[src/rtl/stereo_pan_level_mixer_assert.svh]
// Assertion macros for the stereo pan level mixer.
// Expects clk and arst_n in the scope where the macros are used.
`ifndef STEREO_PAN_LEVEL_MIXER_ASSERT_SVH
`define STEREO_PAN_LEVEL_MIXER_ASSERT_SVH

// Check a consequent in the same cycle as its antecedent
`define SPM_ASSERT_NOW(lbl, ante, cons) \
	lbl: assert property (@(posedge clk) disable iff (!arst_n) (ante) |-> (cons)) \
		else $error("stereo_pan_level_mixer: same-cycle check failed");

// Check a consequent in the cycle after its antecedent
`define SPM_ASSERT_NEXT(lbl, ante, cons) \
	lbl: assert property (@(posedge clk) disable iff (!arst_n) (ante) |=> (cons)) \
		else $error("stereo_pan_level_mixer: next-cycle check failed");

`endif

[src/rtl/spm_pkg.sv]
// Shared types and constants for the stereo pan level mixer.
// No dependencies.
package spm_pkg;

	localparam int SAMPLE_W  = 16;
	localparam int WEIGHT_W  = 9;
	localparam int LEVEL_W   = 8;
	localparam int ACC_W     = 32;
	localparam int OUT_W     = 16;
	localparam int PROD_W    = SAMPLE_W + WEIGHT_W;
	localparam int PAN_SHIFT = 7;
	localparam int SCALED_W  = PROD_W - PAN_SHIFT;
	localparam int TERM_W    = SCALED_W + LEVEL_W + 1;
	localparam int OUT_SHIFT = 9;
	localparam int OUT_MAX_I = 32767;
	localparam int OUT_MIN_I = -32768;

	localparam logic signed [WEIGHT_W-1:0] UNITY_WEIGHT = 9'sd128;

	// One classified channel item as it waits in the item queue
	typedef struct packed {
		logic signed [SAMPLE_W-1:0] sample;
		logic signed [WEIGHT_W-1:0] lw;
		logic signed [WEIGHT_W-1:0] rw;
		logic        [LEVEL_W-1:0]  level;
		logic                       last;
	} item_t;

	// One stereo frame result
	typedef struct packed {
		logic signed [OUT_W-1:0] left;
		logic signed [OUT_W-1:0] right;
	} res_t;

endpackage

[src/rtl/spm_fifo.sv]
// Small synchronous queue with registered storage, used for items and results.
// No package dependencies.
module spm_fifo #(
	parameter int WIDTH = 8,
	parameter int DEPTH = 4
) (
	input  logic             clk,
	input  logic             arst_n,
	input  logic             wr_en,
	input  logic [WIDTH-1:0] wr_data,
	output logic             full,
	input  logic             rd_en,
	output logic [WIDTH-1:0] rd_data,
	output logic             empty
);

	localparam int ADDR_W = (DEPTH > 1) ? $clog2(DEPTH) : 1;
	localparam int CNT_W  = $clog2(DEPTH + 1);

	logic [WIDTH-1:0]  mem_q [DEPTH];
	logic [ADDR_W-1:0] wr_ptr_q;
	logic [ADDR_W-1:0] rd_ptr_q;
	logic [CNT_W-1:0]  count_q;
	logic              do_wr;
	logic              do_rd;

	assign full    = (count_q == CNT_W'(DEPTH));
	assign empty   = (count_q == '0);
	assign do_wr   = wr_en && !full;
	assign do_rd   = rd_en && !empty;
	assign rd_data = mem_q[rd_ptr_q];

	// Store the incoming transaction
	always_ff @(posedge clk) begin
		if (do_wr) begin
			mem_q[wr_ptr_q] <= wr_data;
		end
	end

	// Advance pointers and occupancy
	always_ff @(posedge clk or negedge arst_n) begin
		if (!arst_n) begin
			wr_ptr_q <= '0;
			rd_ptr_q <= '0;
			count_q  <= '0;
		end else begin
			if (do_wr) begin
				wr_ptr_q <= (wr_ptr_q == ADDR_W'(DEPTH - 1)) ? '0 : wr_ptr_q + 1'b1;
			end
			if (do_rd) begin
				rd_ptr_q <= (rd_ptr_q == ADDR_W'(DEPTH - 1)) ? '0 : rd_ptr_q + 1'b1;
			end
			if (do_wr && !do_rd) begin
				count_q <= count_q + 1'b1;
			end else if (do_rd && !do_wr) begin
				count_q <= count_q - 1'b1;
			end
		end
	end

endmodule

[src/rtl/spm_front.sv]
// Front end: accept channel items, derive the pan weights, classify activity.
// Depends on spm_pkg.
module spm_front (
	input  logic                                push,
	output logic                                full,
	input  logic signed [spm_pkg::SAMPLE_W-1:0] sample,
	input  logic signed [spm_pkg::WEIGHT_W-1:0] pan,
	input  logic        [spm_pkg::LEVEL_W-1:0]  level,
	input  logic                                active,
	input  logic                                last_channel,
	output logic                                q_push,
	output spm_pkg::item_t                      q_item,
	input  logic                                q_full
);
	import spm_pkg::*;

	logic pan_pos;
	logic pan_neg;

	assign full   = q_full;
	assign q_push = push;

	assign pan_neg = pan[WEIGHT_W-1];
	assign pan_pos = !pan[WEIGHT_W-1] && (pan != '0);

	// Build the item; an inactive channel gets zero weights and adds nothing
	always_comb begin
		q_item.sample = sample;
		q_item.level  = level;
		q_item.last   = last_channel;
		if (active) begin
			q_item.lw = pan_pos ? UNITY_WEIGHT - pan : UNITY_WEIGHT;
			q_item.rw = pan_neg ? UNITY_WEIGHT + pan : UNITY_WEIGHT;
		end else begin
			q_item.lw = '0;
			q_item.rw = '0;
		end
	end

endmodule

[src/rtl/spm_back.sv]
// Back end: weight and level products, frame accumulation, frame close.
// Depends on spm_pkg.
module spm_back (
	input  logic           clk,
	input  logic           arst_n,
	input  spm_pkg::item_t q_item,
	input  logic           q_empty,
	output logic           q_pop,
	output logic           r_push,
	output spm_pkg::res_t  r_data,
	input  logic           r_full
);
	import spm_pkg::*;

	localparam int QUO_W      = ACC_W - OUT_SHIFT;
	localparam int CLOSE_BIAS = (1 << OUT_SHIFT) - 1;

	// Divide by 512 toward zero and clamp to 16 bits
	function automatic logic signed [OUT_W-1:0] close_side(input logic signed [ACC_W-1:0] v);
		logic signed [ACC_W-1:0] biased;
		logic signed [QUO_W-1:0] quo;
		biased = v[ACC_W-1] ? v + ACC_W'(CLOSE_BIAS) : v;
		quo    = biased[ACC_W-1:OUT_SHIFT];
		if (quo > QUO_W'(OUT_MAX_I)) begin
			return OUT_W'(OUT_MAX_I);
		end else if (quo < QUO_W'(OUT_MIN_I)) begin
			return OUT_W'(OUT_MIN_I);
		end
		return quo[OUT_W-1:0];
	endfunction

	logic                       adv;
	logic                       v_s1;
	logic signed [PROD_W-1:0]   prod_l_s1;
	logic signed [PROD_W-1:0]   prod_r_s1;
	logic        [LEVEL_W-1:0]  level_s1;
	logic                       last_s1;
	logic                       v_s2;
	logic signed [TERM_W-1:0]   term_l_s2;
	logic signed [TERM_W-1:0]   term_r_s2;
	logic                       last_s2;
	logic signed [SCALED_W-1:0] scaled_l;
	logic signed [SCALED_W-1:0] scaled_r;
	logic signed [ACC_W-1:0]    acc_l_q;
	logic signed [ACC_W-1:0]    acc_r_q;
	logic signed [ACC_W-1:0]    sum_l;
	logic signed [ACC_W-1:0]    sum_r;
	logic                       v_s3;
	logic signed [ACC_W-1:0]    frame_l_s3;
	logic signed [ACC_W-1:0]    frame_r_s3;

	// Hold the whole pipe while a closed frame cannot enter the result queue
	assign adv   = !(v_s3 && r_full);
	assign q_pop = adv && !q_empty;

	assign scaled_l = prod_l_s1[PROD_W-1:PAN_SHIFT];
	assign scaled_r = prod_r_s1[PROD_W-1:PAN_SHIFT];
	assign sum_l    = acc_l_q + ACC_W'(term_l_s2);
	assign sum_r    = acc_r_q + ACC_W'(term_r_s2);

	assign r_push       = v_s3 && !r_full;
	assign r_data.left  = close_side(frame_l_s3);
	assign r_data.right = close_side(frame_r_s3);

	// Stage payloads: sample times weight, then shifted product times level
	always_ff @(posedge clk) begin
		if (adv) begin
			prod_l_s1 <= PROD_W'(q_item.sample) * PROD_W'(q_item.lw);
			prod_r_s1 <= PROD_W'(q_item.sample) * PROD_W'(q_item.rw);
			level_s1  <= q_item.level;
			last_s1   <= q_item.last;
			term_l_s2 <= TERM_W'(scaled_l) * TERM_W'($signed({1'b0, level_s1}));
			term_r_s2 <= TERM_W'(scaled_r) * TERM_W'($signed({1'b0, level_s1}));
			last_s2   <= last_s1;
			if (v_s2 && last_s2) begin
				frame_l_s3 <= sum_l;
				frame_r_s3 <= sum_r;
			end
		end
	end

	// Advance valid bits and accumulate; clear at frame close
	always_ff @(posedge clk or negedge arst_n) begin
		if (!arst_n) begin
			v_s1    <= 1'b0;
			v_s2    <= 1'b0;
			v_s3    <= 1'b0;
			acc_l_q <= '0;
			acc_r_q <= '0;
		end else if (adv) begin
			v_s1 <= q_pop;
			v_s2 <= v_s1;
			v_s3 <= v_s2 && last_s2;
			if (v_s2) begin
				acc_l_q <= last_s2 ? '0 : sum_l;
				acc_r_q <= last_s2 ? '0 : sum_r;
			end
		end
	end

endmodule

[src/rtl/stereo_pan_level_mixer.sv]
// Top level of the stereo pan level mixer: front end, item queue, back end, result queue.
// Depends on spm_pkg, spm_fifo, spm_front, spm_back and stereo_pan_level_mixer_assert.svh.
//
// Channel items are pushed one per cycle while full is low; the block sustains one item
// per clock unless a closed frame waits on a full result queue, set by the accumulate
// adds in the back end, with the multiplies pipelined ahead of them. The frame closed by
// an item marked last_channel passes from the item queue through the two multiplier
// stages and the accumulate/close stage into the result queue. While the result queue
// is full and a closed frame waits, the back end holds, the item queue fills and full
// rises once ITEM_DEPTH items are waiting. Reset clears both accumulators at once.
`include "stereo_pan_level_mixer_assert.svh"

module stereo_pan_level_mixer #(
	parameter int ITEM_DEPTH = 4,
	parameter int RES_DEPTH  = 2
) (
	input  logic                                clk,
	input  logic                                arst_n,
	input  logic                                push,
	output logic                                full,
	input  logic signed [spm_pkg::SAMPLE_W-1:0] sample,
	input  logic signed [spm_pkg::WEIGHT_W-1:0] pan,
	input  logic        [spm_pkg::LEVEL_W-1:0]  level,
	input  logic                                active,
	input  logic                                last_channel,
	output logic                                empty,
	input  logic                                pop,
	output logic signed [spm_pkg::OUT_W-1:0]    left_out,
	output logic signed [spm_pkg::OUT_W-1:0]    right_out
);
	import spm_pkg::*;

	localparam int ITEM_W = $bits(item_t);
	localparam int RES_W  = $bits(res_t);

	logic              q_push;
	logic              q_full;
	logic              q_empty;
	logic              q_pop;
	item_t             q_wr_item;
	logic [ITEM_W-1:0] q_rd_bits;
	item_t             q_rd_item;
	logic              r_push;
	logic              r_full;
	res_t              r_wr_data;
	logic [RES_W-1:0]  r_rd_bits;
	res_t              r_rd_data;

	assign q_rd_item = item_t'(q_rd_bits);
	assign r_rd_data = res_t'(r_rd_bits);
	assign left_out  = r_rd_data.left;
	assign right_out = r_rd_data.right;

	// Classify incoming channel items
	spm_front u_front (
		.push         (push),
		.full         (full),
		.sample       (sample),
		.pan          (pan),
		.level        (level),
		.active       (active),
		.last_channel (last_channel),
		.q_push       (q_push),
		.q_item       (q_wr_item),
		.q_full       (q_full)
	);

	// Decouple front and back
	spm_fifo #(
		.WIDTH (ITEM_W),
		.DEPTH (ITEM_DEPTH)
	) u_item_q (
		.clk     (clk),
		.arst_n  (arst_n),
		.wr_en   (q_push),
		.wr_data (q_wr_item),
		.full    (q_full),
		.rd_en   (q_pop),
		.rd_data (q_rd_bits),
		.empty   (q_empty)
	);

	// Mix and close frames
	spm_back u_back (
		.clk     (clk),
		.arst_n  (arst_n),
		.q_item  (q_rd_item),
		.q_empty (q_empty),
		.q_pop   (q_pop),
		.r_push  (r_push),
		.r_data  (r_wr_data),
		.r_full  (r_full)
	);

	// Hold closed frames until taken
	spm_fifo #(
		.WIDTH (RES_W),
		.DEPTH (RES_DEPTH)
	) u_res_q (
		.clk     (clk),
		.arst_n  (arst_n),
		.wr_en   (r_push),
		.wr_data (r_wr_data),
		.full    (r_full),
		.rd_en   (pop),
		.rd_data (r_rd_bits),
		.empty   (empty)
	);

	`SPM_ASSERT_NOW(a_res_no_overflow, r_push, !r_full)
	`SPM_ASSERT_NOW(a_item_no_underflow, q_pop, !q_empty)
	`SPM_ASSERT_NEXT(a_accept_fills_queue, push && !full, !q_empty)

endmodule
[config.mk]
export PLATFORM = sky130hd
export DESIGN_NAME = stereo_pan_level_mixer
export DESIGN_NICKNAME = d
export VERILOG_FILES = /design/src/rtl/spm_pkg.sv /design/src/rtl/spm_fifo.sv /design/src/rtl/spm_front.sv /design/src/rtl/spm_back.sv /design/src/rtl/stereo_pan_level_mixer.sv
export VERILOG_INCLUDE_DIRS = /design/src /design/src/rtl
export SDC_FILE = /design/constraint.sdc
export NUM_CORES = 2
export LEC_CHECK = 0
export BUFFER_PORTS_ARGS = -buffer_cell sky130_fd_sc_hd__buf_2
export CAP_MARGIN = 20
export CORE_UTILIZATION = 65
export DETAILED_ROUTE_END_ITERATION = 10
export GPL_TIMING_DRIVEN = 0
export PLACE_DENSITY_LB_ADDON = 0.12
export SYNTH_ARGS = -nofsm -noshare
export SYNTH_HDL_FRONTEND = slang
export SYNTH_SLANG_ARGS = --single-unit
[constraint.sdc]
create_clock -name clk -period 9.9 [get_ports clk]
set_input_delay 0.99 -clock clk [delete_from_list [all_inputs] [get_ports clk]]
set_output_delay 0.99 -clock clk [all_outputs]
set_load 0.02 [all_outputs]
Word-level counts from Yosys, hierarchy flattened
Memories as Yosys holds them, arrays and structs flattened.
Index checks and enable logic that the tools add are counted.
- $add $sub $neg: 14
- multipliers: 4
- order comparisons: 4
- eq/ne operators: 4
- mux-type cells: 29
- bitwise logic cells: 1
- reductions and logical operators: 30
- operators with widths (kind ; count):
    2-to-1 mux 32 bit ; 4
    2-to-1 mux 16 bit ; 6
    adder 32 x 10 -> 32 bit (second input constant) ; 2
    adder 32 x 27 -> 32 bit ; 2
    multiplier 18 x 9 -> 27 bit ; 2
    multiplier 16 x 9 -> 25 bit ; 2
    greater-than comparator 23 x 16 -> 1 bit (second input constant) ; 2
    less-than comparator 23 x 16 -> 1 bit (second input constant) ; 2
    2-to-1 mux 18 bit ; 1
    2-to-1 mux 9 bit ; 2
    logical AND 1 bit ; 13
    logical NOT 1 bit ; 10
    2-to-1 mux 1 bit ; 10
    adder 9 bit (first input constant) ; 1
    nonzero test 9 bit ; 1
    subtractor 9 bit (first input constant) ; 1
    2-to-1 mux 2 bit ; 4
    adder 2 x 1 -> 2 bit (second input constant) ; 3
    equality test 2 bit (second input constant) ; 3
    2-to-1 mux 3 bit ; 2
    AND reduction 2 bit ; 2
    nonzero test 2 bit ; 2
    adder 3 x 1 -> 3 bit (second input constant) ; 1
    equality test 3 bit (second input constant) ; 1
    other kinds (6) ; 7
- register bits after elaboration: 256
- bits in writable memories: 236
- input bits: 39
- memories: 2
- memories (memory ; depth ; width ; read ports ; clocked after Yosys merged registers in ; write ports ; line ; text):
    u_item_q.mem_q ; 4 ; 43 ; 1 ; 0 ; 1 ; spm_fifo.sv:20 ; logic [WIDTH-1:0] mem_q [DEPTH];
    u_res_q.mem_q ; 2 ; 32 ; 1 ; 0 ; 1 ; spm_fifo.sv:20 ;

Longest topological paths before layout
- word-level depth: 8
- mapped depth: 26
- mapped depth without buffers: 22

Modules after synthesis
From an unflattened synthesis, not the netlist that was laid out.
- cell total of the unflattened synthesis: 3601
- area, all modules: 40660.2 µm²
- by module, submodules not included (module ; instances ; cells an instance ; area each (µm²) ; seq. area each (µm²)):
    spm_back ; 1 ; 3150 ; 30815.8 ; 6601.3
    spm_fifo at u_item_q ; 1 ; 262 ; 6706.4 ; 5340.1
    spm_fifo at u_res_q ; 1 ; 119 ; 2658.8 ; 2021.9
    spm_front ; 1 ; 70 ; 479.2 ; 0.0

Worst setup path before layout
OpenSTA, ideal clock, no wires.
- path type: reg-to-reg
- from: register u_res_q.count_q[1]
- to: register u_back.frame_l_s3[0] (enable)
- library setup time: 0.487 ns
- arrival time: 6.777 ns
- required time: 9.413 ns
- path slack: 2.637 ns
- cell stages (with the launch flop): 6
- buffers on the path: 2
- cell sequence: dfrtp_1 nand3b_1 nand2_1 clkbuf_1 buf_1 nor2_1
- word-level cells in the longest chain between the ends: 4
- ends and longest elaborated chain (what ; line ; text):
    from (decl) ; spm_fifo.sv:23 ; logic [CNT_W-1:0] count_q;
    from (signal assigned) ; spm_fifo.sv:54 ; count_q <= count_q + 1'b1;
    from (signal assigned) ; spm_fifo.sv:56 ; count_q <= count_q - 1'b1;
    equality test 2 bit ; spm_fifo.sv:27 ; assign full = (count_q == CNT_W'(DEPTH));
    logical AND 1 bit ; spm_back.sv:53 ; assign adv = !(v_s3 && r_full);
    NOT 1 bit (no line) ; -- ;
    AND reduction 2 bit (no line) ; -- ;
    to (signal assigned) ; spm_back.sv:76 ; frame_l_s3 <= sum_l;
    to (decl) ; spm_back.sv:49 ; logic signed [ACC_W-1:0] frame_l_s3;
No other way between the ends.
A chain may end at the register's enable or synchronous reset.

Worst setup path in the final report
- from: register u_item_q.rd_ptr_q[0]
- to: register u_back.prod_r_s1[23] (data pin)
- word-level cells in the longest chain between the ends: 2
- ends and longest elaborated chain (what ; line ; text):
    from (decl) ; spm_fifo.sv:22 ; logic [ADDR_W-1:0] rd_ptr_q;
    from (signal assigned) ; spm_fifo.sv:51 ; rd_ptr_q <= (rd_ptr_q == ADDR_W'(DEPTH - 1)) ? '0 : rd_ptr_q + 1'b1;
    memory read (4 x 43 bit) ; -- ;
    multiplier 16 x 9 -> 25 bit ; spm_back.sv:69 ; prod_r_s1 <= PROD_W'(q_item.sample) * PROD_W'(q_item.rw);
    to (signal assigned) ; spm_back.sv:69 ;
    to (decl) ; spm_back.sv:35 ; logic signed [PROD_W-1:0] prod_r_s1;
No other way between the ends.

==> metrics.csv <==
stage;metric;value;unit
status;outcome;finished, final reports clean;
layout;layout cells sized above 1;7.29;%
global_routing;met3 global-route usage;2.82;%
critical_path;nature of the critical path endpoint;register;
logic_synthesis;Avg Inst Size Synth;11.1;um2
layout;Antenna diodes;0;
sta;Final setup viols;0;
route;via count;26100;
logic_synthesis;Mapped Nets;4367;
sta;Fmax achieved;113;MHz
sta;Slew headroom;16.4;%
layout;Final nets;4507;
sta;worst hold slack;0.316;ns
logic_synthesis;ys flop type;edfxtp_1;
logic_synthesis;Yosys cell types;72;
job;max cap viols;0;
layout;multi-input logic area;23700;um2
global_routing;GRT met2 Usage;51.6;%
layout;# fillers;4325;
route;Via density;5.74;
sta;final setup margin;1.07;ns
critical_path;Worst setup SP type;register;
route;wire per inst;19.3;um
critical_path;CP required;10.30;ns
logic_synthesis;synthesized flop and latch total;478;
floorplan;Starting Density;66.0;%
sta;final setup TNS;0;ns
layout;sequential cell area;14000;um2
critical_path;WP data arrival;9.23;ns
sta;clk_skew;0.0221;ns
sta;Tcrit/Tclk final;89.2;%
placement;hpwl dp;70.4;mm
global_routing;met1 usage;36.4;%
route;1st-iter DRT viols;1487;
placement;routability cong.;0.957;
floorplan;core box area;60600;um2
sta;min Tclk post-route;8.83;ns
logic_synthesis;fraction of registers with async set/reset;16.3;%
cts;clk slew on worst S/H paths;0.06;ns
cts;postcts setup bufs;0;
sta;measured slew at the worst slew-check pin;1.24;ns
layout;Synth-to-Final Area Change;8.44;%
floorplan;Boundary Pins;73;
sta;final hold viol count;0;
floorplan;Die Width;250;um
floorplan;Row Count;90;
global_routing;global-route wire length before repair;144;mm
hold_path;Min-Delay Path Class;input pin to async pin;
sta;unrepaired setup endpoints after global routing;no;
logic_synthesis;post-synthesis instance total;3589;
cts;post-CTS resize count;0;
floorplan;Die Y-Extent;250;um
global_routing;total grt overflow;0;
route;drt pass-1 iters;5;
cts;CTS Sinks;478;
placement;worst slack, placed;1.17;ns
global_routing;vias in the first global route;27800;
logic_synthesis;yosys warns;0;
logic_synthesis;sequential share of the synthesized area;34.9;%
cts;cts bufs inserted;51;
global_routing;Total GRT Usage;29.2;%
logic_synthesis;Post-synth EDFFs;400;
cts;cts hold-fix bufs;0;
cts;clk root buf;clkbuf_16;
layout;fin util;71.6;%
route;Post-route DRC;0;
logic_synthesis;synthesized cell area;40000;um2
route;ANT nets after route;0;
placement;count of buffers from port buffering;72;
global_routing;initial antenna violation count;0;
floorplan;Die Area;62500;um2
route;overall routed net length;88.1;mm
cts;H-tree levels;2;
global_routing;largest net degree at the start of global routing;58;
cts;CTS tree;yes;
cts;clk_lat worst skew;0.61;ns
sta;Final Max Slew Viols;0;
cts;clk buf depth;3;
global_routing;grt peak-use layer;met2;
critical_path;CP max FO;10;
critical_path;Setup CP Type;register to register;
## final cells by class
type                    count  area share (%)
well taps                 782            2.26
repair buffers             87            1.46
inverters                 509            4.41
clock inverters            26           0.673
flip-flops and latches    478            32.2
plain buffers              99           0.883
multi-input cells        2503            54.8
clock buffers              70            3.35
## flip-flops by register name, indices dropped and copies added, names as in the netlist, 2 cells and up
name / cells
u_back.prod_r_s1: 18
u_back.term_l_s2: 27
u_res_q.count_q: 2
u_res_q.mem_q: 64
u_back.acc_l_q: 32
u_item_q.count_q: 3
u_item_q.wr_ptr_q: 2
u_back.term_r_s2: 27
u_back.level_s1: 8
u_item_q.mem_q: 172
u_back.frame_r_s3: 32
u_back.acc_r_q: 32
u_item_q.rd_ptr_q: 2
u_back.prod_l_s1: 18
u_back.frame_l_s3: 32
## placed cells by master (no fill, tap or decap), types with 16 or more instances in the layout
master / netlist / routed
a22o_1: 49 / 49
o21ai_0: 100 / 100
buf_2: 3 / 75
mux2_2: 60 / 60
a211oi_1: 16 / 16
inv_1: 509 / 509
edfxtp_1: 400 / 400
a21oi_1: 87 / 87
fa_1: 467 / 467
and2_1: 203 / 199
and3_1: 21 / 21
nor2b_1: 22 / 22
dfrtp_1: 78 / 78
nor3_1: 30 / 30
nand3_1: 44 / 44
ha_1: 272 / 272
clkbuf_16: 0 / 53
o21ai_1: 18 / 18
xor2_1: 56 / 56
nand2_1: 328 / 328
mux4_2: 21 / 21
a21o_1: 77 / 77
o21a_1: 39 / 39
mux2i_1: 25 / 25
clkbuf_1: 82 / 93
xnor2_1: 125 / 125
nor2_1: 261 / 259
nand2b_1: 21 / 21
## worst paths after layout
| kind | endpoint | startpoint | cells after the start | slack (ns) |
|---|---|---|---|---|
| setup / recovery | u_back.prod_r_s1[23] | u_item_q.rd_ptr_q[0] | 23 | 1.07 |
| hold / removal | u_back.acc_l_q[3] | arst_n | 1 | 0.32 |
| setup reg to reg | u_back.prod_r_s1[23] | u_item_q.rd_ptr_q[0] | 23 | 1.07 |
| hold reg to reg | u_back.acc_r_q[31] | u_back.acc_r_q[31] | 2 | 0.49 |
| max in group asynchronous | u_back.acc_r_q[29] | arst_n | 2 | 8.94 |
| min in group clk | u_back.acc_r_q[31] | u_back.acc_r_q[31] | 2 | 0.49 |
## cell usage after synthesis (44+ instances only)
cell type | count | area, um2
inv_1 | 509 | 1910
fa_1 | 467 | 9350
edfxtp_1 | 400 | 12000
nand2_1 | 328 | 1230
ha_1 | 272 | 3400
nor2_1 | 261 | 980
and2_1 | 203 | 1270
xnor2_1 | 125 | 1090
o21ai_0 | 100 | 500
a21oi_1 | 87 | 435
clkbuf_1 | 82 | 308
dfrtp_1 | 78 | 1950
a21o_1 | 77 | 578
mux2_2 | 60 | 676
xor2_1 | 56 | 490
a22o_1 | 49 | 429
nand3_1 | 44 | 220
## layer usage
metal / routed length [um] / part of all wire (%) / vias up
met4: 4500 / 5.1 / 0
met1: 35900 / 41 / 13000
met5: 0 / 0 / -
met3: 3580 / 4.1 / 199
li1: - / - / 12300
met2: 44100 / 50 / 696
## metrics by stage
step,instances,cell area (um2)
after detailed placement,4457,41600
final,4554,43300
after global placement,4443,41300
after floorplan,3589,40000
after CTS,4553,43300
after global routing,4554,43300
## logic make-up after synthesis
logic type	after synthesis	share of synthesized area, %
AOI/OAI and AO/OA	487	8.26
and+or+nand+nor	990	11.7
muxes	106	3.50
adders and majority gates	739	31.9
xor gates and xnor gates	181	3.97
DFF	478	34.9
buffers and inverters	608	5.74
## critical path, cell delays in order, from the launching register on
cell,delay [ns]
dfrtp_1,0.38
buf_6,0.17
buf_2,0.34
clkbuf_1,0.63
mux2_2,0.40
o21ai_0,0.89
clkbuf_1,0.61
nand2_1,0.15
fa_1,0.49
fa_1,0.51
inv_1,0.06
fa_1,0.52
fa_1,0.54
fa_1,0.47
ha_1,0.35
a21o_1,0.20
a21o_1,0.21
a21o_1,0.18
a21o_1,0.21
a221oi_4,0.41
nor4_1,0.12
o21a_1,0.23
or4_1,0.41
o311ai_1,0.12
Power is left out: the tool's default activity adds up to more than one toggle a clock period on the data nets, which glitch-free logic cannot reach.
